<file path="src/rtl/core/lfd_pkg.sv">
`timescale 1ns / 1ps
// ----------------------------------------------------------------------------
// lfd_pkg: shared types and constants
// Frame record layout, protocol constants and the bar pattern function for
// the serial frame to display write converter.
// ----------------------------------------------------------------------------
package lfd_pkg;

    // frame layout
    localparam int FRAME_LEN    = 6;
    localparam int STORED_BYTES = FRAME_LEN - 1;
    localparam int N_DIGITS     = 3;
    localparam int BAR_BYTE     = 3;
    localparam int BRIGHT_BYTE  = 4;

    // terminators
    localparam logic [7:0] TERM_CR = 8'd13;
    localparam logic [7:0] TERM_LF = 8'd10;

    // display register addresses
    localparam logic [3:0] ADDR_DIGIT0     = 4'd1;
    localparam logic [3:0] ADDR_BAR0       = 4'd4;
    localparam logic [3:0] ADDR_BRIGHTNESS = 4'h A;

    // configuration
    localparam logic [4:0] BAR_LIMIT_RESET = 5'd20;

    // frame queue depth
    localparam int Q_DEPTH = 2;

    // one good frame, ready for the write sequencer
    typedef struct packed {
        logic [N_DIGITS-1:0][7:0] digits;
        logic [4:0]               bar_count;   // already clamped
        logic [3:0]               bright;
    } t_frame;

    // thermometer pattern for one bar group, MSB first
    function automatic logic [7:0] bar_bits(input logic [4:0] lit_total,
                                            input logic [1:0] group);
        logic [5:0] base;
        logic [5:0] lit;
        logic [3:0] n;
        base = {1'b0, group, 3'b000};
        lit  = {1'b0, lit_total} - base;
        if ({1'b0, lit_total} <= base) begin
            n = 4'd0;
        end else if (lit > 6'd8) begin
            n = 4'd8;
        end else begin
            n = lit[3:0];
        end
        return ~(8'hFF >> n);
    endfunction

endpackage

</file>
<file path="src/rtl/core/lfd_front.sv">
`timescale 1ns / 1ps
// ----------------------------------------------------------------------------
// lfd_front: frame assembler
// Collects received bytes, checks the terminator and pushes good frames,
// with the bar count clamped, into the frame queue.
// ----------------------------------------------------------------------------
module lfd_front import lfd_pkg::*; (
    input  logic       i_clk,
    input  logic       i_rst_n,
    input  logic       i_valid,
    output logic       o_ready,
    input  logic [7:0] i_rx_byte,
    input  logic [4:0] i_bar_limit,
    output logic       o_push,
    output t_frame     o_frame,
    input  logic       i_q_ready
);

    logic [2:0] r_byte_count;
    logic [2:0] n_byte_count;
    logic [7:0] r_frame_bytes [STORED_BYTES];

    logic at_term;
    logic term_ok;
    logic accept;

    assign at_term = (r_byte_count >= 3'(STORED_BYTES));
    assign term_ok = (i_rx_byte == TERM_CR) || (i_rx_byte == TERM_LF);
    // data bytes never need the queue; only a terminator does
    assign o_ready = !at_term || i_q_ready;
    assign accept  = i_valid && o_ready;
    assign o_push  = accept && at_term && term_ok;

    // byte counter
    always_comb begin
        n_byte_count = r_byte_count;
        if (accept) begin
            if (at_term) begin
                n_byte_count = 3'd0;
            end else begin
                n_byte_count = r_byte_count + 3'd1;
            end
        end
    end

    always_ff @(posedge i_clk) begin
        if (!i_rst_n) begin
            r_byte_count <= 3'd0;
        end else begin
            r_byte_count <= n_byte_count;
        end
    end

    // frame byte store, no reset needed
    always_ff @(posedge i_clk) begin
        if (accept && !at_term) begin
            r_frame_bytes[r_byte_count] <= i_rx_byte;
        end
    end

    // frame record, bar count clamped to the limit
    always_comb begin
        for (int k = 0; k < N_DIGITS; k++) begin
            o_frame.digits[k] = r_frame_bytes[k];
        end
        if (r_frame_bytes[BAR_BYTE] > {3'b000, i_bar_limit}) begin
            o_frame.bar_count = i_bar_limit;
        end else begin
            o_frame.bar_count = r_frame_bytes[BAR_BYTE][4:0];
        end
        o_frame.bright = r_frame_bytes[BRIGHT_BYTE][3:0];
    end

endmodule

</file>
<file path="src/rtl/core/lfd_queue.sv">
`timescale 1ns / 1ps
// ----------------------------------------------------------------------------
// lfd_queue: frame queue
// Short FIFO of frame records between the assembler and the sequencer.
// ----------------------------------------------------------------------------
module lfd_queue import lfd_pkg::*; (
    input  logic   i_clk,
    input  logic   i_rst_n,
    input  logic   i_push,
    input  t_frame i_frame,
    output logic   o_ready,
    output logic   o_valid,
    output t_frame o_frame,
    input  logic   i_pop
);

    localparam int PW = (Q_DEPTH > 1) ? $clog2(Q_DEPTH) : 1;
    localparam int CW = $clog2(Q_DEPTH + 1);

    t_frame         r_mem [Q_DEPTH];
    logic [PW-1:0]  r_wr_ptr;
    logic [PW-1:0]  r_rd_ptr;
    logic [CW-1:0]  r_count;
    logic [PW-1:0]  n_wr_ptr;
    logic [PW-1:0]  n_rd_ptr;
    logic [CW-1:0]  n_count;

    assign o_ready = (r_count != CW'(Q_DEPTH));
    assign o_valid = (r_count != '0);
    assign o_frame = r_mem[r_rd_ptr];

    // pointer and fill update
    always_comb begin
        n_wr_ptr = r_wr_ptr;
        n_rd_ptr = r_rd_ptr;
        n_count  = r_count;
        if (i_push) begin
            n_wr_ptr = (r_wr_ptr == PW'(Q_DEPTH - 1)) ? '0 : r_wr_ptr + PW'(1);
        end
        if (i_pop) begin
            n_rd_ptr = (r_rd_ptr == PW'(Q_DEPTH - 1)) ? '0 : r_rd_ptr + PW'(1);
        end
        if (i_push && !i_pop) begin
            n_count = r_count + CW'(1);
        end else if (!i_push && i_pop) begin
            n_count = r_count - CW'(1);
        end
    end

    always_ff @(posedge i_clk) begin
        if (!i_rst_n) begin
            r_wr_ptr <= '0;
            r_rd_ptr <= '0;
            r_count  <= '0;
        end else begin
            r_wr_ptr <= n_wr_ptr;
            r_rd_ptr <= n_rd_ptr;
            r_count  <= n_count;
        end
    end

    // storage
    always_ff @(posedge i_clk) begin
        if (i_push) begin
            r_mem[r_wr_ptr] <= i_frame;
        end
    end

endmodule

</file>
<file path="src/rtl/core/lfd_back.sv">
`timescale 1ns / 1ps
// ----------------------------------------------------------------------------
// lfd_back: write sequencer
// Turns each queued frame into its burst of display register writes, one
// write per cycle while i_ready allows, into a registered output stage.
// ----------------------------------------------------------------------------
module lfd_back import lfd_pkg::*; #(
    parameter int BAR_GROUPS = 3
) (
    input  logic       i_clk,
    input  logic       i_rst_n,
    input  logic       i_q_valid,
    input  t_frame     i_frame,
    output logic       o_pop,
    output logic       o_valid,
    input  logic       i_ready,
    output logic [3:0] o_reg_address,
    output logic [7:0] o_reg_data,
    output logic       o_last
);

    localparam int N_WRITES = N_DIGITS + BAR_GROUPS + 1;
    localparam int IW       = $clog2(N_WRITES);

    logic [IW-1:0] r_idx;
    logic [IW-1:0] n_idx;
    logic          r_valid;
    logic [3:0]    r_addr;
    logic [7:0]    r_data;
    logic          r_last;

    logic          load;
    logic          is_last;
    logic [IW-1:0] bar_idx;
    logic [3:0]    w_addr;
    logic [7:0]    w_data;

    assign load    = !r_valid || i_ready;
    assign is_last = (r_idx == IW'(N_WRITES - 1));
    assign o_pop   = load && i_q_valid && is_last;
    assign bar_idx = r_idx - IW'(N_DIGITS);

    // select the write for the current step
    always_comb begin
        if (r_idx < IW'(N_DIGITS)) begin
            w_addr = ADDR_DIGIT0 + 4'(r_idx);
            w_data = i_frame.digits[r_idx[1:0]];
        end else if (!is_last) begin
            w_addr = ADDR_BAR0 + 4'(bar_idx);
            w_data = bar_bits(i_frame.bar_count, 2'(bar_idx));
        end else begin
            w_addr = ADDR_BRIGHTNESS;
            w_data = {4'h0, i_frame.bright};
        end
    end

    // step counter
    always_comb begin
        n_idx = r_idx;
        if (load && i_q_valid) begin
            n_idx = is_last ? '0 : r_idx + IW'(1);
        end
    end

    always_ff @(posedge i_clk) begin
        if (!i_rst_n) begin
            r_idx   <= '0;
            r_valid <= 1'b0;
        end else begin
            r_idx <= n_idx;
            if (load) begin
                r_valid <= i_q_valid;
            end
        end
    end

    // output payload register
    always_ff @(posedge i_clk) begin
        if (load && i_q_valid) begin
            r_addr <= w_addr;
            r_data <= w_data;
            r_last <= is_last;
        end
    end

    assign o_valid       = r_valid;
    assign o_reg_address = r_addr;
    assign o_reg_data    = r_data;
    assign o_last        = r_last;

endmodule

</file>
<file path="src/rtl/core/led_frame_to_display_writes_top.sv">
`timescale 1ns / 1ps
// ----------------------------------------------------------------------------
// led_frame_to_display_writes_top: serial frame to display writes
// Gathers 6-byte serial frames and, for each frame with a CR or LF
// terminator, issues the display register writes for digits, bar and
// brightness.
// ----------------------------------------------------------------------------
//  channel   | handshake          | payload
//  ----------+--------------------+-------------------------------------
//  rx in     | i_valid / o_ready  | i_rx_byte
//  writes out| o_valid / i_ready  | o_reg_address, o_reg_data, o_last
//  config    | i_bar_limit_we     | i_bar_limit_wdata
//
// Input bytes are taken one per cycle unless a terminator waits for queue room;
// a good frame yields BAR_GROUPS+4 writes, one per cycle while i_ready is high.
// With more writes than bytes per frame, the sequencer sets the sustained rate.
// Reset is synchronous, active low; bar_limit resets to 20.
// A terminator byte stalls only while the two-entry frame queue is full;
// the output register lets the sequencer keep loading while a write is taken.
// ----------------------------------------------------------------------------
module led_frame_to_display_writes_top import lfd_pkg::*; #(
    parameter int BAR_GROUPS = 3
) (
    input  logic       i_clk,
    input  logic       i_rst_n,
    input  logic       i_valid,
    output logic       o_ready,
    input  logic [7:0] i_rx_byte,
    output logic       o_valid,
    input  logic       i_ready,
    output logic [3:0] o_reg_address,
    output logic [7:0] o_reg_data,
    output logic       o_last,
    input  logic       i_bar_limit_we,
    input  logic [4:0] i_bar_limit_wdata
);

    logic [4:0] r_bar_limit;
    logic       q_push;
    logic       q_ready;
    logic       q_valid;
    logic       q_pop;
    t_frame     push_frame;
    t_frame     head_frame;

    // configuration register
    always_ff @(posedge i_clk) begin
        if (!i_rst_n) begin
            r_bar_limit <= BAR_LIMIT_RESET;
        end else if (i_bar_limit_we) begin
            r_bar_limit <= i_bar_limit_wdata;
        end
    end

    lfd_front u_front (
        .i_clk       (i_clk),
        .i_rst_n     (i_rst_n),
        .i_valid     (i_valid),
        .o_ready     (o_ready),
        .i_rx_byte   (i_rx_byte),
        .i_bar_limit (r_bar_limit),
        .o_push      (q_push),
        .o_frame     (push_frame),
        .i_q_ready   (q_ready)
    );

    lfd_queue u_queue (
        .i_clk   (i_clk),
        .i_rst_n (i_rst_n),
        .i_push  (q_push),
        .i_frame (push_frame),
        .o_ready (q_ready),
        .o_valid (q_valid),
        .o_frame (head_frame),
        .i_pop   (q_pop)
    );

    lfd_back #(
        .BAR_GROUPS (BAR_GROUPS)
    ) u_back (
        .i_clk         (i_clk),
        .i_rst_n       (i_rst_n),
        .i_q_valid     (q_valid),
        .i_frame       (head_frame),
        .o_pop         (q_pop),
        .o_valid       (o_valid),
        .i_ready       (i_ready),
        .o_reg_address (o_reg_address),
        .o_reg_data    (o_reg_data),
        .o_last        (o_last)
    );

    // the final write of a burst is always the brightness write
    a_last_is_bright: assert property (@(posedge i_clk) disable iff (!i_rst_n)
        o_valid && o_last |-> o_reg_address == ADDR_BRIGHTNESS)
        else $error("last write not at brightness address");

    a_bright_is_last: assert property (@(posedge i_clk) disable iff (!i_rst_n)
        o_valid && (o_reg_address == ADDR_BRIGHTNESS) |-> o_last)
        else $error("brightness write without last flag");

    // a frame is never pushed into a full queue
    a_push_room: assert property (@(posedge i_clk) disable iff (!i_rst_n)
        q_push |-> q_ready)
        else $error("frame pushed into full queue");

    // no write is offered right after reset
    a_reset_idle: assert property (@(posedge i_clk)
        !i_rst_n |=> !o_valid)
        else $error("output valid after reset");

endmodule

</file>
<file path="config.mk">
export PLATFORM = sky130hd
export DESIGN_NAME = led_frame_to_display_writes_top
export DESIGN_NICKNAME = d
export VERILOG_FILES = /design/src/rtl/core/lfd_pkg.sv /design/src/rtl/core/lfd_front.sv /design/src/rtl/core/lfd_queue.sv /design/src/rtl/core/lfd_back.sv /design/src/rtl/core/led_frame_to_display_writes_top.sv
export SDC_FILE = /design/constraint.sdc
export NUM_CORES = 1
export LEC_CHECK = 0
export BUFFER_PORTS_ARGS = -buffer_cell sky130_fd_sc_hd__buf_2
export CORE_ASPECT_RATIO = 1.75
export CORE_MARGIN = 2
export CORE_UTILIZATION = 55
export CTS_CLUSTER_SIZE = 24
export DETAILED_ROUTE_END_ITERATION = 10
export GPL_ROUTABILITY_DRIVEN = 0
export HOLD_SLACK_MARGIN = 0.02
export PLACE_DENSITY = 0.75
export SLEW_MARGIN = 30
export SYNTH_ARGS = -nofsm -noshare
export SYNTH_HDL_FRONTEND = slang
export SYNTH_SLANG_ARGS = --single-unit
</file>
<file path="constraint.sdc">
create_clock -name i_clk -period 4.9 [get_ports i_clk]
set_input_delay 1.47 -clock i_clk [delete_from_list [all_inputs] [get_ports i_clk]]
set_output_delay 1.47 -clock i_clk [all_outputs]
set_load 0.02 [all_outputs]
</file>
Yosys cells after proc, flatten, opt, wreduce, memory -nomap -nowiden
Memory sizes are Yosys's and may differ from the RTL's. A register that Yosys moved wholly into a read port is not among the register bits.
Cells that the tools add are included.

word-level totals
  register bits = 29
  RAM bits = 106
  input bits = 18
  output and inout bits = 15
  logic and storage cells = 74
  memories = 2

memories
  name                   depth  width  rd ports  clocked after memory_dff  write ports  RTL line         source
  u_queue.r_mem          2      33     1         1                         1            lfd_queue.sv:20  t_frame r_mem [Q_DEPTH];
  u_front.r_frame_bytes  5      8      5         0                         1            lfd_front.sv:21  logic [7:0] r_frame_bytes [STORED_BYTES];

operators by class
  add/subtract/negate cells = 10
  magnitude comparators = 6
  eq/ne operators = 4
  shifts and indexed selects = 1
  multiplexer cells = 23
  bitwise gates (word level) = 1
  reductions and logical operators = 17

operators by type and width
  operator                                                                         number
  4-bit two-way mux                                                                6
  8-bit two-way mux                                                                3
  8-bit binary-select mux with 2-bit select                                        1
  8-bit by 4-bit equality test with 1-bit output, second input constant            2
  8-bit by 5-bit greater-than comparator with 1-bit output                         1
  1-bit logical AND                                                                8
  1-bit two-way mux                                                                8
  8-bit inverter                                                                   1
  8-bit by 4-bit right shift with 8-bit output, first input constant               1
  3-bit by 1-bit adder with 3-bit output, second input constant                    2
  6-bit by 4-bit greater-than comparator with 1-bit output, second input constant  1
  3-bit two-way mux                                                                2
  5-bit by 5-bit subtractor with 6-bit output                                      1
  5-bit less-or-equal comparator                                                   1
  5-bit two-way mux                                                                1
  1-bit by 3-bit adder with 4-bit output, first input constant                     1
  3-bit by 3-bit adder with 4-bit output, first input constant                     1
  1-bit zero test                                                                  4
  2-bit two-way mux                                                                2
  2-bit nonzero test                                                               2
  3-bit equality test, second input constant                                       1
  3-bit >= comparator, second input constant                                       1
  1-bit logical OR                                                                 3
  2-bit by 3-bit less-than comparator with 1-bit output, second input constant     1
  6 further kinds                                                                  7

Longest topological paths before layout
Gate-level depths: netlist of the first run.

  depth after elaboration = 11
  mapped depth = 11

By module
From an unflattened synthesis of the first run, not the netlist that was laid out.

second synthesis, totals
  cell total of the unflattened synthesis = 347
  area total of the unflattened synthesis = 5,424.0 um^2

modules (own cells, without submodules)
  module                           times used  cells an instance  area each (um^2)
  lfd_queue                        1           125                2,600.0
  lfd_front                        1           99                 1,537.7
  lfd_back                         1           107                1,098.6
  led_frame_to_display_writes_top  1           16                 187.7

Worst setup path after synthesis of the first run
OpenSTA, ideal clock, no wires.

  kind = input port to flip-flop
  start = in i_rx_byte[5]
  end = mem u_queue.r_mem[0][0] (netlist bit) (enable)
  setup time = 0.425 ns
  arrival = 3.441 ns
  setup slack = 1.035 ns
  stages = 4
  path buffers = 0
  path through = nor4_1 -> and3_1 -> nand4_1 -> nor2_1

between the ends
  longest elaborated chain between the ends = 5
  elaborated cells on any way between the ends = 6
  classes of those cells = eq/ne (2); mux (2); reduce/logical (2)

ends and longest elaborated chain
  what                                            RTL line                               source
  start: declaration                              led_frame_to_display_writes_top.sv:28  input logic [7:0] i_rx_byte,
  8-bit by 4-bit equality test with 1-bit output  lfd_front.sv:28                        assign term_ok = (i_rx_byte == TERM_CR) || (i_rx_byte == TERM_LF);
  1-bit logical OR (*)                            lfd_front.sv:28
  1-bit logical AND (*)                           lfd_front.sv:32                        assign o_push = accept && at_term && term_ok;
  1-bit two-way mux (*)                           lfd_queue.sv:64                        if (i_push) begin
  1-bit two-way mux (not written as such) (*)     lfd_queue.sv:65                        r_mem[r_wr_ptr] <= i_frame;
  end: declaration                                lfd_queue.sv:20

Every way passes the cells marked *; elsewhere a longest branch is shown, timed or not.

Final worst setup path of the first run
  start = reg u_back.r_idx[0]
  end = reg u_back.r_data[2], in the netlist u_back.o_reg_data[2], data pin

between the ends
  longest elaborated chain between the ends = 11
  elaborated cells on any way between the ends = 16
  classes of those cells = add/sub (2); order compare (3); eq/ne (1); shift (1); mux (8); bitwise (1)

ends and longest elaborated chain
  what                                                      RTL line        source
  start: declaration                                        lfd_back.sv:25  logic [IW-1:0] r_idx;
  start signal: assignment                                  lfd_back.sv:70  r_idx <= n_idx;
  3-bit by 2-bit subtractor with 3-bit output               lfd_back.sv:41  assign bar_idx = r_idx - IW'(N_DIGITS);
  5-bit by 5-bit subtractor with 6-bit output               lfd_pkg.sv:45   lit = {1'b0, lit_total} - base;
  6-bit by 4-bit greater-than comparator with 1-bit output  lfd_pkg.sv:48   end else if (lit > 6'd8) begin
  4-bit two-way mux                                         lfd_pkg.sv:48
  4-bit two-way mux                                         lfd_pkg.sv:46   if ({1'b0, lit_total} <= base) begin
  4-bit two-way mux                                         lfd_back.sv:48  end else if (!is_last) begin
  4-bit two-way mux                                         lfd_back.sv:45  if (r_idx < IW'(N_DIGITS)) begin
  8-bit by 4-bit right shift with 8-bit output              lfd_pkg.sv:53   return ~(8'hFF >> n);
  8-bit inverter                                            lfd_pkg.sv:53
  8-bit two-way mux                                         lfd_back.sv:48
  8-bit two-way mux (*)                                     lfd_back.sv:45
  net u_back.w_data[2]                                      lfd_back.sv:36  logic [7:0] w_data;
  end signal: assignment                                    lfd_back.sv:81  r_data <= w_data;
  end: declaration                                          lfd_back.sv:29  logic [7:0] r_data;

The timed path passes the listed nets; every way through them passes the cells marked *. The select of a mux whose other input is x is not followed.
A chain may end at the register's enable or synchronous reset.

==> results of run 1 <==
==> sequential cells by signal, indices dropped and copies added, names as in the netlist, named ones only <==
register and cells:
u_queue.r_mem 66, u_front.r_frame_bytes 36, u_back.o_reg_data 8, r_bar_limit 5, u_back.o_reg_address 4, u_back.r_idx 3
u_front.r_byte_count 3, u_queue.r_count 2, u_back.o_last 1, u_back.o_valid 1, u_queue.r_rd_ptr 1, u_queue.r_wr_ptr 1
==> cells in the final DEF, fill, tap and decap left out, types with 2 or more instances in the layout <==
master	instances
nor3_1	2
o21ai_0	10
dfxtp_1	17
xnor2_1	2
a21oi_1	11
clkinv_2	4
and3_1	2
nor2b_1	7
mux2_2	10
inv_1	15
clkinv_4	2
mux4_2	4
clkinvlp_4	4
o22a_1	3
o211ai_1	2
and2_1	5
mux2i_1	16
nand3_1	4
ha_1	12
buf_2	32
nor3b_1	2
mux4_1	4
a21boi_0	3
nand2b_1	5
bufinv_16	2
a31oi_1	4
nand2_1	16
nor2_1	16
buf_4	4
o22ai_1	4
clkbuf_16	17
edfxtp_1	115
o21a_1	2
nor2_2	2
==> kinds of logic after synthesis <==
group | after synthesis | share of synthesized area [%]
flops | 132 | 71.5
mux | 34 | 8.82
xor+xnor | 3 | 0.495
fa+ha+maj | 13 | 3.21
buf+inv | 23 | 2.08
simple gates | 72 | 7.57
compound gates | 50 | 6.30
==> synthesized netlist by cell type (2+ instances only) <==
cell,number,area [um2]
edfxtp_1,115,3450
nor2_1,18,67.6
dfxtp_1,17,340
mux2i_1,16,160
nand2_1,16,60.1
inv_1,15,56.3
ha_1,12,150
a21oi_1,11,55.1
mux2_2,10,113
o21ai_0,10,50.1
nor2b_1,7,43.8
and2_1,5,31.3
nand2b_1,5,31.3
a31oi_1,4,25.0
clkbuf_1,4,15.0
mux4_1,4,105
mux4_2,4,90.1
nand3_1,4,20.0
o22ai_1,4,25.0
a21boi_0,3,22.5
buf_6,3,33.8
nor3_1,3,15.0
o22a_1,3,26.3
and3_1,2,12.5
nor3b_1,2,15.0
o211ai_1,2,15.0
o21a_1,2,15.0
xnor2_1,2,17.5
==> path summary, 6_finish.rpt <==
check,start,end,slack [ps],cells after the start
worst max register to register,u_back.r_idx[0]$_SDFFE_PN0P_,u_back.o_reg_data[2]$_DFFE_PP_,1600,8
worst max-delay path,u_back.r_idx[0]$_SDFFE_PN0P_,u_back.o_reg_data[2]$_DFFE_PP_,1600,8
worst min-delay path,u_front.r_frame_bytes[1][4]$_DFFE_PP_,u_queue.r_mem[1][21]$_DFFE_PP_,440,0
worst min register to register,u_front.r_frame_bytes[1][4]$_DFFE_PP_,u_queue.r_mem[1][21]$_DFFE_PP_,440,0
==> cell type report <==
class | instances | area share (%)
multi-input combinational | 172 | 22.9
timing repair buffer | 36 | 3.08
clock inverter | 13 | 2.21
tap | 122 | 2.47
sequential | 132 | 61.4
clock buffer | 18 | 6.95
inverter | 15 | 0.912
==> metal layers <==
metal	vias to the layer above	part of all wire, %	global-route usage [%]	wire length [um]
met2	100	54	35.0	5250
li1	1353	-	-	-
met1	1409	38	22.8	3730
met5	-	0	0	0
met3	30	4.0	5.59	389
met4	0	4.0	10.7	391
==> power groups by stage <==
stage | registers, mW | logic [mW] | clock network [mW]
2_1_floorplan | 1.26 | 0.0249 | 0
3_3_place_gp | 1.26 | 0.0434 | 0
3_5_place_dp | 1.26 | 0.0454 | 0
4_1_cts | 1.24 | 0.0459 | 1.20
5_1_grt | 1.24 | 0.0513 | 1.26
6_report | 1.24 | 0.0458 | 1.19
==> worst register-to-register path, stage by stage, from the launching register on <==
cell and delay (ps):
dfxtp_1 770, inv_1 320, ha_1 410, inv_1 90
fa_1 530, o311ai_1 470, nand3_1 250, a21oi_1 190
o22a_2 150
==> per-stage QoR <==
step / power [mW] / hold WS (ps) / setup WS [ps] / util (%)
after floorplan: 1.29 / 421 / 1030 / -
after global placement: 1.31 / 425 / 1170 / 59.5
after detailed placement: 1.31 / 434 / 1280 / 59.5
after CTS: 2.49 / 444 / 1600 / 65.6
after global routing: 2.55 / 454 / 1430 / 65.6
final: 2.48 / 444 / 1600 / 65.6
==> run metrics, run 1 <==
run status=finished, final reports clean; clock sinks=132; hpwl dp=6670 um; cells after synthesis=327; Worst path slowest cell=dfxtp_1; WL/cell=19.2 um; CTS tree=yes; Routed WL=9770 um; critical path class=register to register; die height=134 um; Pre-Repair DR Iteration Count=4; combinational power share=1.8%; Post-synth EDFFs=115; worst IR drop on VDD=0.000295 V; Nets=405; IO Count=33; P_sw=485 uW; Resized Gates After CTS=0; synthesized area=5300 um2; #FFs+latches synth=132; Setup Buffers After CTS=0; Yosys Warn Count=0; die area=10500 um2; Total Routing Usage GR=20.3%; fraction of registers with async set/reset=0%; fillers=664; crit-path max FO=14; Worst Path Required=5180 ps; Seq pwr share=50.1%; CP bufs+invs=2; clk root buf=clkbuf_16; Initial Utilization=56.4%; CP Launch Type=register; Layout Cells excl Fill=508; crit-path cells=inv_1 > ha_1 > inv_1 > fa_1 > o311ai_1 > nand3_1 > a21oi_1 > o22a_2; crit-path max cell delay=770 ps; Multi-input gate area=1420 um2; cell class contributing the biggest share of worst-path delay=adder cells; placed insts=477; Critical Path AT=3580 ps; Core Box Area=9410 um2; first-pass GRT wire length=15400 um; GRT overflow=0; ANT cells=0; clk buf depth=2; Fmax achieved=303 MHz; Tightest Hold Check Type=register to register; Final Max Tran Viols=0; post-synthesis sequential area ratio=71.5%; initial antenna violation count=0; die span in x=78.2 um; ys flop type=edfxtp_1; Worst Skew=4.38 ps; Final Setup Violations=0; 1st-iter DRT viols=170; Hold Fails Final Rpt=0; post-synthesis cell type count=52; Post-Syn Area per Cell=16.2 um2; DR vias=2892; DRC viols=0; leakage=2.15 nW; Clock transition at path regs=60 ps; vias per cell=5.69; Most common cell on crit path=inv_1; Int Power=1.99 mW; vias in the first global route=3022; sequential cell area=3790 um2; input/output buffers=32; Clock Latency Late Sink=410 ps; fin crit period=3300 ps; RSZ-0062 raised after global routing=no; largest net degree at the start of global routing=34; CTS Hold Bufs=0; setup TNS=0 ps; Final period util=67.3%; Syn-to-layout area delta=16.4%; share of cells above drive strength 1=23.3%; Worst-Margin Slew=764 ps; Clock power frac=48.0%; H-Tree Depth=4; syn nets=358; total CTS buffers=17; crit end category=register; Placement Cell Area=5600 um2; antenna viol nets, final=0; pwr/cell area=401 nW/um2; headroom to the max-slew limit=48.9%; # rows=47; Sw Share=19.6%; fin area=6170 um2; # Max-Cap Violations=0
Note: power is estimated with default switching activity, not from simulation.
==> inputs of run 2 (changes only) <==
--- a/config.mk
+++ b/config.mk
@@ -5,15 +5,16 @@
 export SDC_FILE = /design/constraint.sdc
 export NUM_CORES = 1
 export LEC_CHECK = 0
+export ABC_AREA = 1
 export BUFFER_PORTS_ARGS = -buffer_cell sky130_fd_sc_hd__buf_2
 export CORE_ASPECT_RATIO = 1.75
 export CORE_MARGIN = 2
-export CORE_UTILIZATION = 55
+export CORE_UTILIZATION = 54
 export CTS_CLUSTER_SIZE = 24
 export DETAILED_ROUTE_END_ITERATION = 10
 export GPL_ROUTABILITY_DRIVEN = 0
 export HOLD_SLACK_MARGIN = 0.02
-export PLACE_DENSITY = 0.75
+export PLACE_DENSITY = 0.77
 export SLEW_MARGIN = 30
 export SYNTH_ARGS = -nofsm -noshare
 export SYNTH_HDL_FRONTEND = slang
==> constraint.sdc (replaced) <==
create_clock -name i_clk -period 2.6 [get_ports i_clk]
set_input_delay 0.78 -clock i_clk [delete_from_list [all_inputs] [get_ports i_clk]]
set_output_delay 0.78 -clock i_clk [all_outputs]
set_load 0.02 [all_outputs]
==> run 2 against run 1 <==
- synthesized cell count up 32%
- critical path depth up 1
- sequential share of layout area down 1.0 points
- wire length up 5.8%
- non-clock buffer count up 5
- worst setup slack worse by 1500 ps
- combinational power up 95%
- cell count up 22%
- critical endpoint is now u_back.o_reg_data[1]$_DFFE_PP_
- largest power group is now the clock network
- highest routed layer unchanged
==> run metrics, run 2 <==
crit-path max FO=7; Final Setup Violations=0; Post-synth EDFFs=115; pre-CTS setup slack=161 ps; top post-synthesis cells by count=edfxtp_1, nand2_1, nor2_1; clk root buf=clkbuf_16; fin crit period=2460 ps; vias per cell=5.40; clock sinks=132; Post-Syn Area per Cell=12.3 um2; CTS Hold Bufs=0; total CTS buffers=17; Most flops, register=u_queue.r_mem; worst IR drop on VDD=0.000755 V; run status=finished, final reports clean; post-synthesis cell type count=35; fraction of registers with async set/reset=0%; clk buf depth=2; worst setup margin=140 ps; leakage=2.39 nW; initial antenna violation count=0; Largest register FFs=66; 1st-iter DRT viols=226; crit end category=register; Total Routing Usage GR=20.9%; die area=10700 um2; cell taking the most area after synthesis=edfxtp_1; # rows=48; H-Tree Depth=4; commonest non-fill, non-tap cell in the layout=edfxtp_1; Yosys Warn Count=0; ys flop type=edfxtp_1; Hold Fails Final Rpt=0; Pre-Repair DR Iteration Count=5; post-synthesis sequential area ratio=71.2%; Tightest Hold Check Type=register to register; input/output buffers=32; IO Count=33; placed insts=589; Synth top area share=64.8%; Worst Skew=3.89 ps; Syn-to-layout area delta=17.9%; DRC viols=0; vias in the first global route=3362; headroom to the max-slew limit=69.1%; CP Launch Type=register; Core Box Area=9730 um2; hold slack=443 ps; CTS tree=yes; Resized Gates After CTS=0; top-count cell post-synth=edfxtp_1; Final Max Tran Viols=0; WL/cell=16.6 um; Worst Path Required=2860 ps; share of cells above drive strength 1=21.2%; syn nets=463; Pwr Total=4.79 mW; antenna viol nets, final=0; cells after synthesis=432; hpwl dp=7010 um; die span in x=79.1 um; largest net degree at the start of global routing=34; RSZ-0062 raised after global routing=no; Fmax achieved=406 MHz; Setup Buffers After CTS=0; Nets=514; Layout Cells excl Fill=621; GRT overflow=0; DR vias=3355; pwr/cell area=762 nW/um2; Critical Path AT=2720 ps; Worst-Margin Slew=460 ps; top area cells in the synthesized netlist=edfxtp_1, dfxtp_1, nand2_1; Initial Utilization=54.8%; die height=135 um; Routed WL=10300 um; most frequent cells in the layout=edfxtp_1, nand2_1, nor2_1; Clock transition at path regs=60 ps; Final period util=94.6%; #FFs+latches synth=132; # Max-Cap Violations=0; critical path class=register to register; Clock Latency Late Sink=420 ps; synthesized area=5330 um2; ANT cells=0; first-pass GRT wire length=16200 um; Final Util=64.5%
-- run 2: worst max-delay path, cell delays in order, from the launching register on --
cell     delay (ps)
dfxtp_1         500
mux2i_1         150
ha_1            210
fa_1            500
inv_1            50
nor2_1          220
nand3_1         230
a21oi_2         210
nand2_1          60
a21oi_1         160
-- run 2: metrics by stage --
| stage | setup TNS [ps] | area (um2) |
|---|---|---|
| 3_3_place_gp | 0 | 5680 |
| 4_1_cts | 0 | 6280 |
| 3_5_place_dp | 0 | 5680 |
| 5_1_grt | 0 | 6280 |
| 6_report | 0 | 6280 |
| 2_1_floorplan | -31670 | 5330 |
-- run 2: path summary, 6_finish.rpt --
check / startpoint / endpoint / slack (ps) / depth (start not counted)
max reg2reg: register / u_back.o_reg_data[1]$_DFFE_PP_ / 140 / 9
max: register / u_back.o_reg_data[1]$_DFFE_PP_ / 140 / 9
min reg2reg: u_front.r_frame_bytes[1][3]$_DFFE_PP_ / u_queue.r_mem[1][20]$_DFFE_PP_ / 440 / 0
min: u_front.r_frame_bytes[1][3]$_DFFE_PP_ / u_queue.r_mem[1][20]$_DFFE_PP_ / 440 / 0
-- run 2: metal layers --
| layer | global-route usage [%] | vias to the layer above | wire, um |
|---|---|---|---|
| met2 | 37.5 | 127 | 5730 |
| li1 | - | 1629 | - |
| met5 | 0 | - | 0 |
| met4 | 12.5 | 0 | 295 |
| met3 | 5.27 | 23 | 502 |
| met1 | 21.4 | 1576 | 3810 |
-- run 2: cell families after synthesis --
kind of cell / Yosys count / synth area share [%]
adders and majority gates: 13 / 3.19
xor gates and xnor gates: 1 / 0.164
AOI/OAI and AO/OA: 81 / 8.08
and+or+nand+nor: 156 / 13.2
DFF: 132 / 71.2
buffers and inverters: 48 / 3.92
muxes: 1 / 0.188
-- run 2: power breakdown --
| part | internal (mW) | switching, mW |
|---|---|---|
| registers | 2.32 | 0.0161 |
| clock network | 1.44 | 0.923 |
| logic | 0.0289 | 0.0603 |
| total | 3.79 | 1.00 |
-- run 2: cell type report --
class,count,area [um2]
inverters,39,149
multi-input cells,252,1330
clock buffers,17,425
repair buffers,41,253
flip-flops and latches,132,3790
well taps,125,156
clock inverters,15,173
fillers,691,3450
